$ cat src/rtl/irad_pkg.sv
// ----------------------------------------------------------------------------
// irad_pkg: shared constants and helpers for the radix text converter
// Field widths, base limits, ASCII codes and the digit-to-character map.
// ----------------------------------------------------------------------------
package irad_pkg;

    localparam int VALUE_PORT_BITS    = 64;
    localparam int VALUE_BITS_DEFAULT = 64;
    localparam int RADIX_BITS         = 6;
    localparam int DIGIT_BITS         = 6;
    localparam int CHAR_BITS          = 7;

    localparam logic [RADIX_BITS-1:0] BASE_MIN      = 6'd2;
    localparam logic [RADIX_BITS-1:0] BASE_MAX      = 6'd36;
    localparam logic [RADIX_BITS-1:0] BASE_DECIMAL  = 6'd10;

    localparam logic [CHAR_BITS-1:0] CHAR_ZERO    = 7'h30;
    localparam logic [CHAR_BITS-1:0] CHAR_LOWER_A = 7'h61;
    localparam logic [CHAR_BITS-1:0] CHAR_UPPER_A = 7'h41;
    localparam logic [CHAR_BITS-1:0] CHAR_MINUS   = 7'h2d;
    localparam logic [CHAR_BITS-1:0] DIGIT_TEN    = 7'd10;

    // Map one digit (0..35) to its ASCII character
    function automatic logic [CHAR_BITS-1:0] digit_char(
        input logic [DIGIT_BITS-1:0] d,
        input logic                  upper
    );
        logic [CHAR_BITS-1:0] d_wide;
        d_wide = {1'b0, d};
        if (d_wide < DIGIT_TEN) begin
            digit_char = CHAR_ZERO + d_wide;
        end
        else begin
            digit_char = (upper ? CHAR_UPPER_A : CHAR_LOWER_A) + d_wide - DIGIT_TEN;
        end
    endfunction

endpackage

$ cat src/rtl/irad_ram.sv
// ----------------------------------------------------------------------------
// irad_ram: generic single-write, single-read RAM
// One write port and one read port with registered read data.
// ----------------------------------------------------------------------------
module irad_ram #(
    parameter int WIDTH = 6,
    parameter int DEPTH = 64
) (
    input  logic                     clk,
    input  logic                     we,
    input  logic [$clog2(DEPTH)-1:0] waddr,
    input  logic [WIDTH-1:0]         wdata,
    input  logic                     re,
    input  logic [$clog2(DEPTH)-1:0] raddr,
    output logic [WIDTH-1:0]         rdata
);

    logic [WIDTH-1:0] mem [DEPTH];
    logic [WIDTH-1:0] rdata_reg;

    always_ff @(posedge clk)
    begin
        if (we)
        begin
            mem[waddr] <= wdata;
        end
        if (re)
        begin
            rdata_reg <= mem[raddr];
        end
    end

    assign rdata = rdata_reg;

endmodule

$ cat src/rtl/irad_div.sv
// ----------------------------------------------------------------------------
// irad_div: bit-serial restoring divider by a small base
// Divides a VALUE_BITS dividend by a 6-bit divisor, one quotient bit a cycle.
// ----------------------------------------------------------------------------
module irad_div #(
    parameter int VALUE_BITS = irad_pkg::VALUE_BITS_DEFAULT
) (
    input  logic                            clk,
    input  logic                            rst_n,
    input  logic                            start,
    input  logic [VALUE_BITS-1:0]           dividend,
    input  logic [irad_pkg::RADIX_BITS-1:0] divisor,
    output logic                            done,
    output logic [VALUE_BITS-1:0]           quotient,
    output logic [irad_pkg::DIGIT_BITS-1:0] remainder
);

    import irad_pkg::*;

    localparam int CNT_BITS = $clog2(VALUE_BITS);
    localparam logic [CNT_BITS-1:0] CNT_LAST = CNT_BITS'(VALUE_BITS - 1);

    logic                  busy_reg, busy_next;
    logic                  done_reg, done_next;
    logic [CNT_BITS-1:0]   cnt_reg, cnt_next;
    logic [VALUE_BITS-1:0] quo_reg, quo_next;
    logic [DIGIT_BITS-1:0] rem_reg, rem_next;

    logic [DIGIT_BITS:0]   rem_shift;
    logic [DIGIT_BITS:0]   rem_sub;
    logic                  fits;

    // One restoring step: shift in the next dividend bit, subtract if it fits
    assign rem_shift = {rem_reg, quo_reg[VALUE_BITS-1]};
    assign fits      = rem_shift >= {1'b0, divisor};
    assign rem_sub   = rem_shift - {1'b0, divisor};

    always_comb
    begin
        busy_next = busy_reg;
        done_next = 1'b0;
        cnt_next  = cnt_reg;
        quo_next  = quo_reg;
        rem_next  = rem_reg;
        if (start)
        begin
            busy_next = 1'b1;
            cnt_next  = '0;
            quo_next  = dividend;
            rem_next  = '0;
        end
        else if (busy_reg)
        begin
            quo_next = {quo_reg[VALUE_BITS-2:0], fits};
            rem_next = fits ? rem_sub[DIGIT_BITS-1:0] : rem_shift[DIGIT_BITS-1:0];
            if (cnt_reg == CNT_LAST)
            begin
                busy_next = 1'b0;
                done_next = 1'b1;
            end
            else
            begin
                cnt_next = cnt_reg + 1'b1;
            end
        end
    end

    always_ff @(posedge clk or negedge rst_n)
    begin
        if (!rst_n)
        begin
            busy_reg <= 1'b0;
            done_reg <= 1'b0;
            cnt_reg  <= '0;
        end
        else
        begin
            busy_reg <= busy_next;
            done_reg <= done_next;
            cnt_reg  <= cnt_next;
        end
    end

    always_ff @(posedge clk)
    begin
        quo_reg <= quo_next;
        rem_reg <= rem_next;
    end

    assign done      = done_reg;
    assign quotient  = quo_reg;
    assign remainder = rem_reg;

endmodule

$ cat src/rtl/integer_to_ascii_radix.sv
// ----------------------------------------------------------------------------
// integer_to_ascii_radix: number to ASCII text in a base from 2 to 36
// Converts one value per item and streams its characters, most significant
// first, with the final character marked.
// ----------------------------------------------------------------------------
// Sequence: a prepare step, then one pass of the shared bit-serial divider per
//   digit, then a RAM read and an output load per character from the digit
//   RAM (after a leading minus sign when the value is negative).
// Throughput: one number at a time; a new number is taken only once the last
//   character of the previous one has been loaded into the output register.
// Reset: rst_n clears the sequencer, the divider control and the output
//   valid flag at once; the digit RAM needs no clearing.
module integer_to_ascii_radix #(
    parameter int VALUE_BITS = irad_pkg::VALUE_BITS_DEFAULT
) (
    input  logic                                 clk,
    input  logic                                 rst_n,
    // input channel
    input  logic                                 item_valid,
    output logic                                 item_ready,
    input  logic [irad_pkg::VALUE_PORT_BITS-1:0] value,
    input  logic [irad_pkg::RADIX_BITS-1:0]      radix,
    input  logic                                 upper_case,
    // output channel
    output logic                                 text_valid,
    input  logic                                 text_ready,
    output logic [irad_pkg::CHAR_BITS-1:0]       character,
    output logic                                 last
);

    import irad_pkg::*;

    localparam int ADDR_BITS = $clog2(VALUE_BITS);
    localparam int NDIG_BITS = $clog2(VALUE_BITS + 1);

    // Sequencer states
    localparam logic [2:0] S_IDLE = 3'd0;   // waiting for an input transfer
    localparam logic [2:0] S_PREP = 3'd1;   // negate if needed, launch divider
    localparam logic [2:0] S_DIV  = 3'd2;   // divider running, one digit each pass
    localparam logic [2:0] S_SIGN = 3'd3;   // present the minus sign
    localparam logic [2:0] S_READ = 3'd4;   // issue a digit RAM read
    localparam logic [2:0] S_SHOW = 3'd5;   // move read digit into the output register

    logic [2:0]            state_reg, state_next;
    logic [NDIG_BITS-1:0]  ndig_reg, ndig_next;
    logic [ADDR_BITS-1:0]  ptr_reg, ptr_next;
    logic                  out_valid_reg, out_valid_next;

    // Item payload, held for the whole conversion
    logic [RADIX_BITS-1:0] base_reg;
    logic                  upper_reg;
    logic                  neg_reg;
    logic [VALUE_BITS-1:0] work_reg;
    logic [CHAR_BITS-1:0]  out_char_reg, out_char_next;
    logic                  out_last_reg, out_last_next;

    logic                  accept;
    logic                  out_free;
    logic                  out_load;
    logic [RADIX_BITS-1:0] base_sat;
    logic [VALUE_BITS-1:0] value_in;

    logic                  div_start;
    logic [VALUE_BITS-1:0] div_dividend;
    logic                  div_done;
    logic [VALUE_BITS-1:0] div_quotient;
    logic [DIGIT_BITS-1:0] div_remainder;

    logic                  ram_we;
    logic                  ram_re;
    logic [DIGIT_BITS-1:0] ram_rdata;

    assign item_ready = (state_reg == S_IDLE);
    assign accept     = item_valid & item_ready;
    // The output register may take a new character when empty or draining
    assign out_free   = ~out_valid_reg | text_ready;

    // Drop the bits above the configured width
    assign value_in = value[VALUE_BITS-1:0];

    // Saturate the base into 2..36
    always_comb
    begin
        if (radix < BASE_MIN)
        begin
            base_sat = BASE_MIN;
        end
        else if (radix > BASE_MAX)
        begin
            base_sat = BASE_MAX;
        end
        else
        begin
            base_sat = radix;
        end
    end

    // Shared divider: each pass yields the next least significant digit
    irad_div #(
        .VALUE_BITS (VALUE_BITS)
    ) u_div (
        .clk       (clk),
        .rst_n     (rst_n),
        .start     (div_start),
        .dividend  (div_dividend),
        .divisor   (base_reg),
        .done      (div_done),
        .quotient  (div_quotient),
        .remainder (div_remainder)
    );

    // Digits are stored least significant first and read back in reverse
    assign ram_we = (state_reg == S_DIV) & div_done;
    assign ram_re = (state_reg == S_READ);

    irad_ram #(
        .WIDTH (DIGIT_BITS),
        .DEPTH (VALUE_BITS)
    ) u_digits (
        .clk   (clk),
        .we    (ram_we),
        .waddr (ndig_reg[ADDR_BITS-1:0]),
        .wdata (div_remainder),
        .re    (ram_re),
        .raddr (ptr_reg),
        .rdata (ram_rdata)
    );

    always_comb
    begin
        state_next    = state_reg;
        ndig_next     = ndig_reg;
        ptr_next      = ptr_reg;
        div_start     = 1'b0;
        div_dividend  = div_quotient;
        out_load      = 1'b0;
        out_char_next = out_char_reg;
        out_last_next = out_last_reg;

        unique case (state_reg)
            S_IDLE:
            begin
                if (accept)
                begin
                    ndig_next  = '0;
                    state_next = S_PREP;
                end
            end
            S_PREP:
            begin
                // Two's complement magnitude; the most negative value comes out exact
                div_start    = 1'b1;
                div_dividend = neg_reg ? (~work_reg + 1'b1) : work_reg;
                state_next   = S_DIV;
            end
            S_DIV:
            begin
                if (div_done)
                begin
                    ndig_next = ndig_reg + 1'b1;
                    if (div_quotient == '0)
                    begin
                        // Zero still yields one digit, since a pass always runs
                        ptr_next   = ndig_reg[ADDR_BITS-1:0];
                        state_next = neg_reg ? S_SIGN : S_READ;
                    end
                    else
                    begin
                        div_start = 1'b1;
                    end
                end
            end
            S_SIGN:
            begin
                if (out_free)
                begin
                    out_load      = 1'b1;
                    out_char_next = CHAR_MINUS;
                    out_last_next = 1'b0;
                    state_next    = S_READ;
                end
            end
            S_READ:
            begin
                state_next = S_SHOW;
            end
            S_SHOW:
            begin
                // Hold the read digit until the output register frees up
                if (out_free)
                begin
                    out_load      = 1'b1;
                    out_char_next = digit_char(ram_rdata, upper_reg);
                    out_last_next = (ptr_reg == '0);
                    if (ptr_reg == '0)
                    begin
                        state_next = S_IDLE;
                    end
                    else
                    begin
                        ptr_next   = ptr_reg - 1'b1;
                        state_next = S_READ;
                    end
                end
            end
            default:
            begin
                state_next = S_IDLE;
            end
        endcase
    end

    always_comb
    begin
        if (out_load)
        begin
            out_valid_next = 1'b1;
        end
        else if (text_ready)
        begin
            out_valid_next = 1'b0;
        end
        else
        begin
            out_valid_next = out_valid_reg;
        end
    end

    always_ff @(posedge clk or negedge rst_n)
    begin
        if (!rst_n)
        begin
            state_reg     <= S_IDLE;
            ndig_reg      <= '0;
            ptr_reg       <= '0;
            out_valid_reg <= 1'b0;
        end
        else
        begin
            state_reg     <= state_next;
            ndig_reg      <= ndig_next;
            ptr_reg       <= ptr_next;
            out_valid_reg <= out_valid_next;
        end
    end

    // Capture the item on its input transfer; signed only in lowercase base 10
    always_ff @(posedge clk)
    begin
        if (accept)
        begin
            base_reg  <= base_sat;
            upper_reg <= upper_case;
            neg_reg   <= ~upper_case & (base_sat == BASE_DECIMAL) & value_in[VALUE_BITS-1];
            work_reg  <= value_in;
        end
        out_char_reg <= out_char_next;
        out_last_reg <= out_last_next;
    end

    assign text_valid = out_valid_reg;
    assign character  = out_char_reg;
    assign last       = out_last_reg;

endmodule

$ cat config.mk
export PLATFORM = sky130hd
export DESIGN_NAME = integer_to_ascii_radix
export DESIGN_NICKNAME = d
export VERILOG_FILES = /design/src/rtl/irad_pkg.sv /design/src/rtl/irad_ram.sv /design/src/rtl/irad_div.sv /design/src/rtl/integer_to_ascii_radix.sv
export SDC_FILE = /design/constraint.sdc
export NUM_CORES = 1
export LEC_CHECK = 0
export BUFFER_PORTS_ARGS = -buffer_cell sky130_fd_sc_hd__buf_2
export CELL_PAD_IN_SITES_DETAIL_PLACEMENT = 0
export CELL_PAD_IN_SITES_GLOBAL_PLACEMENT = 2
export CORE_MARGIN = 1.5
export CORE_UTILIZATION = 23
export DETAILED_ROUTE_END_ITERATION = 10
export HOLD_SLACK_MARGIN = 0.08
export PLACE_DENSITY = 0.45
export SYNTH_ARGS = -nofsm -noshare
export SYNTH_HDL_FRONTEND = slang
export SYNTH_SLANG_ARGS = --single-unit
export TNS_END_PERCENT = 50
$ cat constraint.sdc
create_clock -name clk -period 11.2 [get_ports clk]
set_input_delay 2.24 -clock clk [delete_from_list [all_inputs] [get_ports clk]]
set_output_delay 2.24 -clock clk [all_outputs]
set_load 0.05 [all_outputs]
# [Word-level counts from Yosys, hierarchy flattened]
# Memory sizes are Yosys's and may differ from the RTL's. A register that Yosys moved wholly into a read port is not among the register bits.
# Index checks and enable logic that the tools add are counted.
[op_classes] n_reduce_logical=15 add_sub_neg=8 eq_ne=15 mux=49 magnitude_cmp=4 n_bitwise=8
[op_table] op="2-to-1 mux 64 bit" count=4
[op_table] op="2-to-1 mux 6 bit" count=11
[op_table] op="adder 64 x 1 -> 64 bit (second input constant)" count=1
[op_table] op="zero test 64 bit" count=1
[op_table] op="inverter 64 bit" count=1
[op_table] op="2-to-1 mux 7 bit" count=5
[op_table] op="one-hot mux 7 bit (2 select lines)" count=2
[op_table] op="2-to-1 mux 3 bit" count=7
[op_table] op="one-hot mux 3 bit (6 select lines)" count=1
[op_table] op="2-to-1 mux 1 bit" count=16
[op_table] op="one-hot mux 6 bit (2 select lines)" count=1
[op_table] op="AND reduction 5 bit" count=2
[op_table] op="nonzero test 2 bit" count=5
[op_table] op="!= test 2 x 1 -> 1 bit (second input constant)" count=4
[op_table] op="!= test 2 bit (second input constant)" count=4
[op_table] op="adder 6 x 6 -> 7 bit (first input constant)" count=1
[op_table] op="adder 7 x 1 -> 7 bit (second input constant)" count=1
[op_table] op="adder 7 x 6 -> 7 bit" count=1
[op_table] op=">= comparator 7 x 6 -> 1 bit" count=1
[op_table] op="subtractor 7 x 4 -> 7 bit (second input constant)" count=1
[op_table] op="adder 6 x 1 -> 6 bit (second input constant)" count=1
[op_table] op="equality test 3 x 2 -> 1 bit (second input constant)" count=2
[op_table] op="equality test 3 bit (second input constant)" count=2
[op_table] op="equality test 6 x 4 -> 1 bit (second input constant)" count=1
[op_table] op="16 further kinds" count=23
[totals] n_memories=1 word_cells=115 reg_bits=175 ramBits=384 input_bits=75
[memory_table] name="u_digits.mem" words=64 word_bits=6 rd=1 rd_ports_with_merged_regs=1 wr=1 line_no="irad_ram.sv:18" text="logic [WIDTH-1:0] mem [DEPTH];"

# [Longest topological paths before layout]
# Gate-level depths: netlist of run 1.
[depth] ltp_word=6 depth_mapped=10

# [Cells and area by module]
# From an unflattened synthesis of run 1, not the netlist that was laid out.
[hier_totals] hier_cells=1575 hier_area_um2=24912.6
[by_module_without_submodules] module="irad_ram" instances=1 seq_area_each_um2=11711.2 cells_per_inst=720 area_each_um2=15285.9
[by_module_without_submodules] module="integer_to_ascii_radix" instances=1 seq_area_each_um2=2802.7 cells_per_inst=614 area_each_um2=6019.5
[by_module_without_submodules] module="irad_div" instances=1 seq_area_each_um2=2242.2 cells_per_inst=241 area_each_um2=3607.2

# [Worst setup path before layout of run 1]
# OpenSTA, ideal clock, no wires.
[synth_path] kind="input-to-reg" from="input item_valid" to="register ndig_reg[1]" setup_time_ns=0.250 setup_slack_ns=6.204 path_stages=3 t_arrival_ns=4.747 required_time_ns=10.950 path_cell_list="and2_1 -> clkbuf_1 -> o21ai_0"
[synth_between] elab_chain_len=3
[synth_rtl] element="start, declared" line_no="integer_to_ascii_radix.sv:19" text="input logic item_valid,"
[synth_rtl] element="bitwise AND 1 bit" line_no="integer_to_ascii_radix.sv:74" text="assign accept = item_valid & item_ready;"
[synth_rtl] element="via accept" line_no="integer_to_ascii_radix.sv:57" text="logic accept;"
[synth_rtl] element="!= test 2 x 1 -> 1 bit (no line)"
[synth_rtl] element="AND reduction 3 bit (no line)"
[synth_rtl] element="end signal, assigned" line_no="integer_to_ascii_radix.sv:241" text="ndig_reg <= ndig_next;"
[synth_rtl] element="end, declared" line_no="integer_to_ascii_radix.sv:45" text="logic [NDIG_BITS-1:0] ndig_reg, ndig_next;"
# The timed path passes the listed nets, and every way through them passes these cells.
# A chain may end at the register's enable or synchronous reset.

# [Worst setup path after layout of run 1]
[layout_path] from="register state_reg[0]" to="output item_ready"
[layout_between] elab_chain_len=1
[layout_rtl] element="start, declared" line_no="integer_to_ascii_radix.sv:44" text="logic [2:0] state_reg, state_next;"
[layout_rtl] element="start signal, assigned" line_no="integer_to_ascii_radix.sv:240" text="state_reg <= state_next;"
[layout_rtl] element="zero test 3 bit" line_no="integer_to_ascii_radix.sv:73" text="assign item_ready = (state_reg == S_IDLE);"
[layout_rtl] element="end, declared" line_no="integer_to_ascii_radix.sv:20" text="output logic item_ready,"
# Every way passes these cells.

==> impl_metrics.json, run 1 <==
{
  "hold_viol_final": 0,
  "largest_reg_flops": 384,
  "synth_compound_area_share_pct": 5.167,
  "fmax_ghz": 0.2334,
  "ys_types": 65,
  "peakVddDrop_uv": 136.2,
  "cp-end-kind": "output pin",
  "yosys_register_bits": 564,
  "synth_cells": 1460,
  "drive_gt1_share_pct": 22.00,
  "syn_nets": 1556,
  "async_reset_ff_share_pct": 4.255,
  "p_switching_mw": 2.223,
  "fp.dieH_microns": 325.7,
  "hold_class": "reg2reg",
  "core_area_sq_mm": 0.1033,
  "layout_commonest_cell": "edfxtp_1",
  "slew_headroom_pct": 22.40,
  "path_max_fanout": 13,
  "place_hpwl_mm": 42.41,
  "grtUsageTotal_pct": 12.38,
  "cp.arrival_ps": 2040,
  "tightest_slew_ps": 1153,
  "cts_tree": "built",
  "skew_ps": 21.41,
  "cts_setup_buffers": 0,
  "placed_area_sq_mm": 0.02598,
  "numCtsBuffers": 69,
  "cap_violations": 0,
  "firstDrtPassIters": 4,
  "dp_cells": 2870,
  "die_area_sq_mm": 0.1061,
  "power_density_mw_per_mm2": 249.5,
  "root_buffer": "clkbuf_16",
  "synthSimpleGateAreaFrac_pct": 7.601,
  "ctsResizeCount": 0,
  "final.setup.tns_ps": 0,
  "viasPerCell": 4.361,
  "synth-edff-count": 534,
  "synthMuxAreaShare_pct": 11.67,
  "htree_num_levels": 3,
  "worst_setup_path_start_kind": "flip-flop",
  "slew_viol_final": 0,
  "min_period_ps": 4285,
  "first_iter_violations": 968,
  "start_util_pct": 23.17,
  "synth_top_family_by_area": "multiplexers",
  "synthTopCellsByArea": "edfxtp_1, mux4_2, nor2_1, dfrtp_1, xor2_1",
  "gp_congestion": 0.7273,
  "ys_warn_count": 0,
  "clock_latency_ps": 630,
  "drc": 0,
  "synth-seq-area-share_pct": 69.96,
  "power_frac_clock_pct": 30.7,
  "clk_path_buf_depth": 3,
  "cellInternalPower_mw": 4.804,
  "fin_cells": 2995,
  "grt_pass1_wl_mm": 96.30,
  "power_frac_seq_pct": 44.4,
  "p_leak_nw": 8.838,
  "syn_area_sq_mm": 0.02395,
  "worstPathRequired_ps": 8960,
  "synthToLayoutAreaGrowth_pct": 17.58,
  "cts.sinks": 564,
  "vias": 13060,
  "final_cell_mix": "edfxtp_1, nor2_1, mux4_2, buf_2, a21oi_1",
  "ant_nets": 0,
  "grt_pass1_vias": 13700,
  "rsz0062_at_grt": "no",
  "drt-total-wl_mm": 65.25,
  "synth_fa_ha_area_share_pct": 1.160,
  "io-pin-count": 85,
  "status": "finished, final reports clean",
  "num_rows": 118,
  "combPwrFrac_pct": 24.9,
  "netlist.top_cell.by_area": "edfxtp_1",
  "die_w_microns": 325.7,
  "path_clk_slew_ps": 60,
  "fin_crit_sh_pct": 38.26,
  "setup_viol": 0,
  "synthXorXnorAreaFrac_pct": 2.816,
  "synth_top_cell_area_share_pct": 66.95,
  "path_class": "reg2out",
  "critical_path.max_stage_delay_ps": 550,
  "wl_per_cell_microns": 21.79,
  "grt_max_degree": 104,
  "synth-main-ff-cell": "edfxtp_1",
  "fin_nets": 1657,
  "ctsHoldBuffers": 0,
  "gr-total-overflow": 0,
  "portBuffers": 84,
  "synth.avg_cell_area_sq_um": 16.40,
  "antenna_found_initial": 1,
  "crit_path_top_delay_cell": "nor3_1",
  "path_cells": "nor3_1 -> buf_2",
  "fin_area_sq_mm": 0.02816,
  "power.share.switching_pct": 31.64
}
metal layers:
metal | GRT usage, % | part of all wire, % | vias to the layer above
li1 | - | - | 5972
met1 | 16.89 | 46 | 6751
met2 | 19.90 | 48 | 255
met3 | 2.527 | 4.3 | 80
met4 | 3.529 | 1.9 | 2
met5 | 0 | 0.012 | -
synthesized netlist by cell type, types with 17 or more instances:
library cell and number:
o31ai_1 17, xnor2_1 19, ha_1 19, o21ai_0 32, nor2_1 178, xor2_1 58, nor3_1 17, inv_1 29
edfxtp_1 534, nor4_1 28, mux4_2 120, nand2_1 47, clkbuf_1 50, a21oi_1 83, dfrtp_1 24
cell families after synthesis:
logic type               after synthesis
flip-flops                           564
AND/OR/NAND/NOR                      376
AO/OA/AOI/OAI                        193
multiplexers                         129
buffers and inverters                100
XOR/XNOR                              77
adder cells (fa/ha/maj)               21
worst max-delay path, delay by kind of cell, from the launching register on:
kind	cells	cell delay (ps)
DFF	1	510
and+or+nand+nor	1	550
buffers and inverters	1	370
final timing paths:
check	from	end	slack, ps	depth (start not counted)
worst max-delay path	state_reg[0]$_DFFE_PN0P_	item_ready	6920	2
worst min-delay path	u_div.cnt_reg[5]$_DFFE_PN0P_	u_div.cnt_reg[5]$_DFFE_PN0P_	550	2
worst max register to register	ptr_reg[0]$_DFFE_PN0P_	u_digits.rdata[0]$_DFFE_PP_	7140	6
worst min register to register	u_div.cnt_reg[5]$_DFFE_PN0P_	u_div.cnt_reg[5]$_DFFE_PN0P_	550	2
max in group asynchronous	rst_n	ptr_reg[1]$_DFFE_PN0P_	9000	1
min in group asynchronous	rst_n	u_div.cnt_reg[4]$_DFFE_PN0P_	1660	1
cell type report:
class,instances,area (sq um)
Fill cell,10520,75190
Sequential cell,564,16770
Multi-Input combinational cell,796,6820
Clock buffer,88,1848
Tap cell,1380,1727
Timing Repair Buffer,101,548.0
Clock inverter,36,334.1
Inverter,29,108.9
Antenna cell,1,2.502
metrics by stage:
step	power [mW]	setup slack, ps	hold slack (ps)	util [%]
final	7.028	6915	545.3	27.25
after global routing	7.407	6762	588.9	27.25
after CTS	7.177	6825	552.3	27.25
after detailed placement	4.975	6927	541.5	25.14
after global placement	4.970	6958	532.3	25.14
after floorplan	4.294	6204	489.5	-
power by group through the flow:
stage / clock [mW] / sequential, mW / combinational [mW]
after floorplan: 0 / 3.13 / 1.16
after global placement: 0 / 3.17 / 1.80
after detailed placement: 0 / 3.17 / 1.81
after CTS: 2.24 / 3.13 / 1.81
after global routing: 2.31 / 3.16 / 1.94
final: 2.16 / 3.12 / 1.75
No activity file was read; power rests on OpenSTA's default activity.
==> inputs of run 2 (changes only) <==
- clock period: 11.2 -> 4.35 ns (I/O delays scaled with it)
==> run 2 against run 1 <==
Against the previous run: final area up 0.96%; sequential share of layout area down 0.57 points; power rose to 2.6 times the previous value; die area unchanged; core utilization up 0.26 points; worst hold slack worse by 270 ps; setup slack worse by 6000 ps; critical path depth up 4; flip-flop and latch count unchanged; critical path type is now reg2reg.
==> impl_metrics.json, run 2 (synthesized netlist as in run 1, its figures left out) <==
{
  "fin_area_sq_mm": 0.02843,
  "fmax_ghz": 0.2888,
  "slew_viol_final": 0,
  "hold_viol_final": 0,
  "cts.sinks": 564,
  "cp-end-kind": "flip-flop",
  "drt-total-wl_mm": 65.38,
  "layout_commonest_cell": "edfxtp_1",
  "drive_gt1_share_pct": 23.06,
  "cap_violations": 0,
  "portBuffers": 84,
  "drc": 0,
  "cellInternalPower_mw": 12.55,
  "power_frac_clock_pct": 31.2,
  "firstDrtPassIters": 5,
  "path_max_fanout": 9,
  "power.share.switching_pct": 31.67,
  "viasPerCell": 4.383,
  "hold_class": "in2async",
  "io-pin-count": 85,
  "clk_path_buf_depth": 3,
  "first_iter_violations": 956,
  "worst_setup_path_start_kind": "flip-flop",
  "gp_congestion": 0.7270,
  "cp.arrival_ps": 3800,
  "grt_max_degree": 94,
  "setup_slack_ps": 886.9,
  "skew_ps": 29.80,
  "place_hpwl_mm": 42.55,
  "n_fill_cell": 10460,
  "grt_pass1_vias": 13710,
  "cts_setup_buffers": 0,
  "setup_viol": 0,
  "combPwrFrac_pct": 25.2,
  "htree_num_levels": 3,
  "path_clk_slew_ps": 60,
  "ant_nets": 0,
  "root_buffer": "clkbuf_16",
  "tightest_slew_ps": 1026,
  "min_period_ps": 3463,
  "vias": 13230,
  "reg2regPathDepth": 6,
  "dpl_worst_slack_ps": 962.8,
  "path_class": "reg2reg",
  "num_rows": 118,
  "slew_headroom_pct": 30.70,
  "core_area_sq_mm": 0.1033,
  "wl_per_cell_microns": 21.65,
  "numCtsBuffers": 70,
  "start_util_pct": 23.17,
  "placed_area_sq_mm": 0.02618,
  "final.setup.tns_ps": 0,
  "fp.dieH_microns": 325.7,
  "power_density_mw_per_mm2": 646.2,
  "power_frac_seq_pct": 43.6,
  "largest_reg_flops": 384,
  "grt_pass1_wl_mm": 96.41,
  "ctsResizeCount": 0,
  "ctsHoldBuffers": 0,
  "die_area_sq_mm": 0.1061,
  "final_cell_mix": "edfxtp_1, nor2_1, mux4_2, buf_2, a21oi_1",
  "p_switching_mw": 5.818,
  "rsz0062_at_grt": "no",
  "status": "finished, final reports clean",
  "fin_nets": 1679,
  "antenna_found_initial": 3,
  "clock_latency_ps": 630,
  "r2r_slack_ps": 890,
  "peakVddDrop_uv": 270.0,
  "p_leak_nw": 8.992,
  "antenna_cells": 0,
  "hold_slack_ps": 273.8,
  "grtUsageTotal_pct": 12.34,
  "cts_tree": "built",
  "die_w_microns": 325.7,
  "synthToLayoutAreaGrowth_pct": 18.71,
  "worstPathRequired_ps": 4680,
  "fin_crit_sh_pct": 79.61,
  "gr-total-overflow": 0
}
-- run 2: cell count changes in the layout (fill, tap and decap cells not counted), sizes merged --
cell    delta
diode      -1
clkinv     -1
clkbuf     +3
bufinv     +2
buf       +21
-- run 2: routing by layer --
metal,global-route usage [%],wire [microns],share of wire (%)
met3,2.058,2303,3.5
met2,19.25,30080,46
met5,0,13,0.020
met4,4.075,1691,2.6
met1,17.41,31290,48
-- run 2: cell type report --
cell class,instances,area [sq um],share of cell area [%]
Inverter,29,108.9,0.3829
Sequential cell,564,16770,58.99
Clock inverter,37,396.6,1.395
Clock buffer,91,1851,6.509
Tap cell,1380,1727,6.073
Multi-Input combinational cell,796,6820,23.99
Timing Repair Buffer,122,755.7,2.658
-- run 2: final timing paths --
| kind | from | end |
|---|---|---|
| worst max-delay path | work_reg[20]$_DFFE_PP_ | u_div.quotient[53]$_DFFE_PP_ |
| worst min-delay path | rst_n | u_div.cnt_reg[1]$_DFFE_PN0P_ |
| worst max register to register | work_reg[20]$_DFFE_PP_ | u_div.quotient[53]$_DFFE_PP_ |
| worst min register to register | u_div.cnt_reg[1]$_DFFE_PN0P_ | u_div.cnt_reg[1]$_DFFE_PN0P_ |
| max in group asynchronous | rst_n | ptr_reg[0]$_DFFE_PN0P_ |
| min in group clk | value[57] | work_reg[57]$_DFFE_PP_ |
-- run 2: worst max-delay path, cell delays in order (launching register included) --
cell and delay (ps):
edfxtp_1 440, nor4_2 670, nand4_1 510, or4_1 910
o31ai_2 320, xor2_1 230, a21oi_1 90
-- run 2: power groups by stage --
stage	registers, mW	clock network [mW]	logic, mW
2_1_floorplan	8.05	0	3.00
3_3_place_gp	8.16	0	4.73
3_5_place_dp	8.15	0	4.79
4_1_cts	8.04	5.94	4.80
5_1_grt	8.12	6.11	5.16
6_report	8.01	5.73	4.64
-- run 2: metrics by stage --
| stage | util (%) | total power, mW | cells |
|---|---|---|---|
| after global placement | 25.34 | 12.88 | 2891 |
| final | 27.51 | 18.37 | 3019 |
| after floorplan | - | 11.05 | 1460 |
| after CTS | 27.51 | 18.77 | 3019 |
| after detailed placement | 25.34 | 12.94 | 2891 |
| after global routing | 27.51 | 19.38 | 3019 |
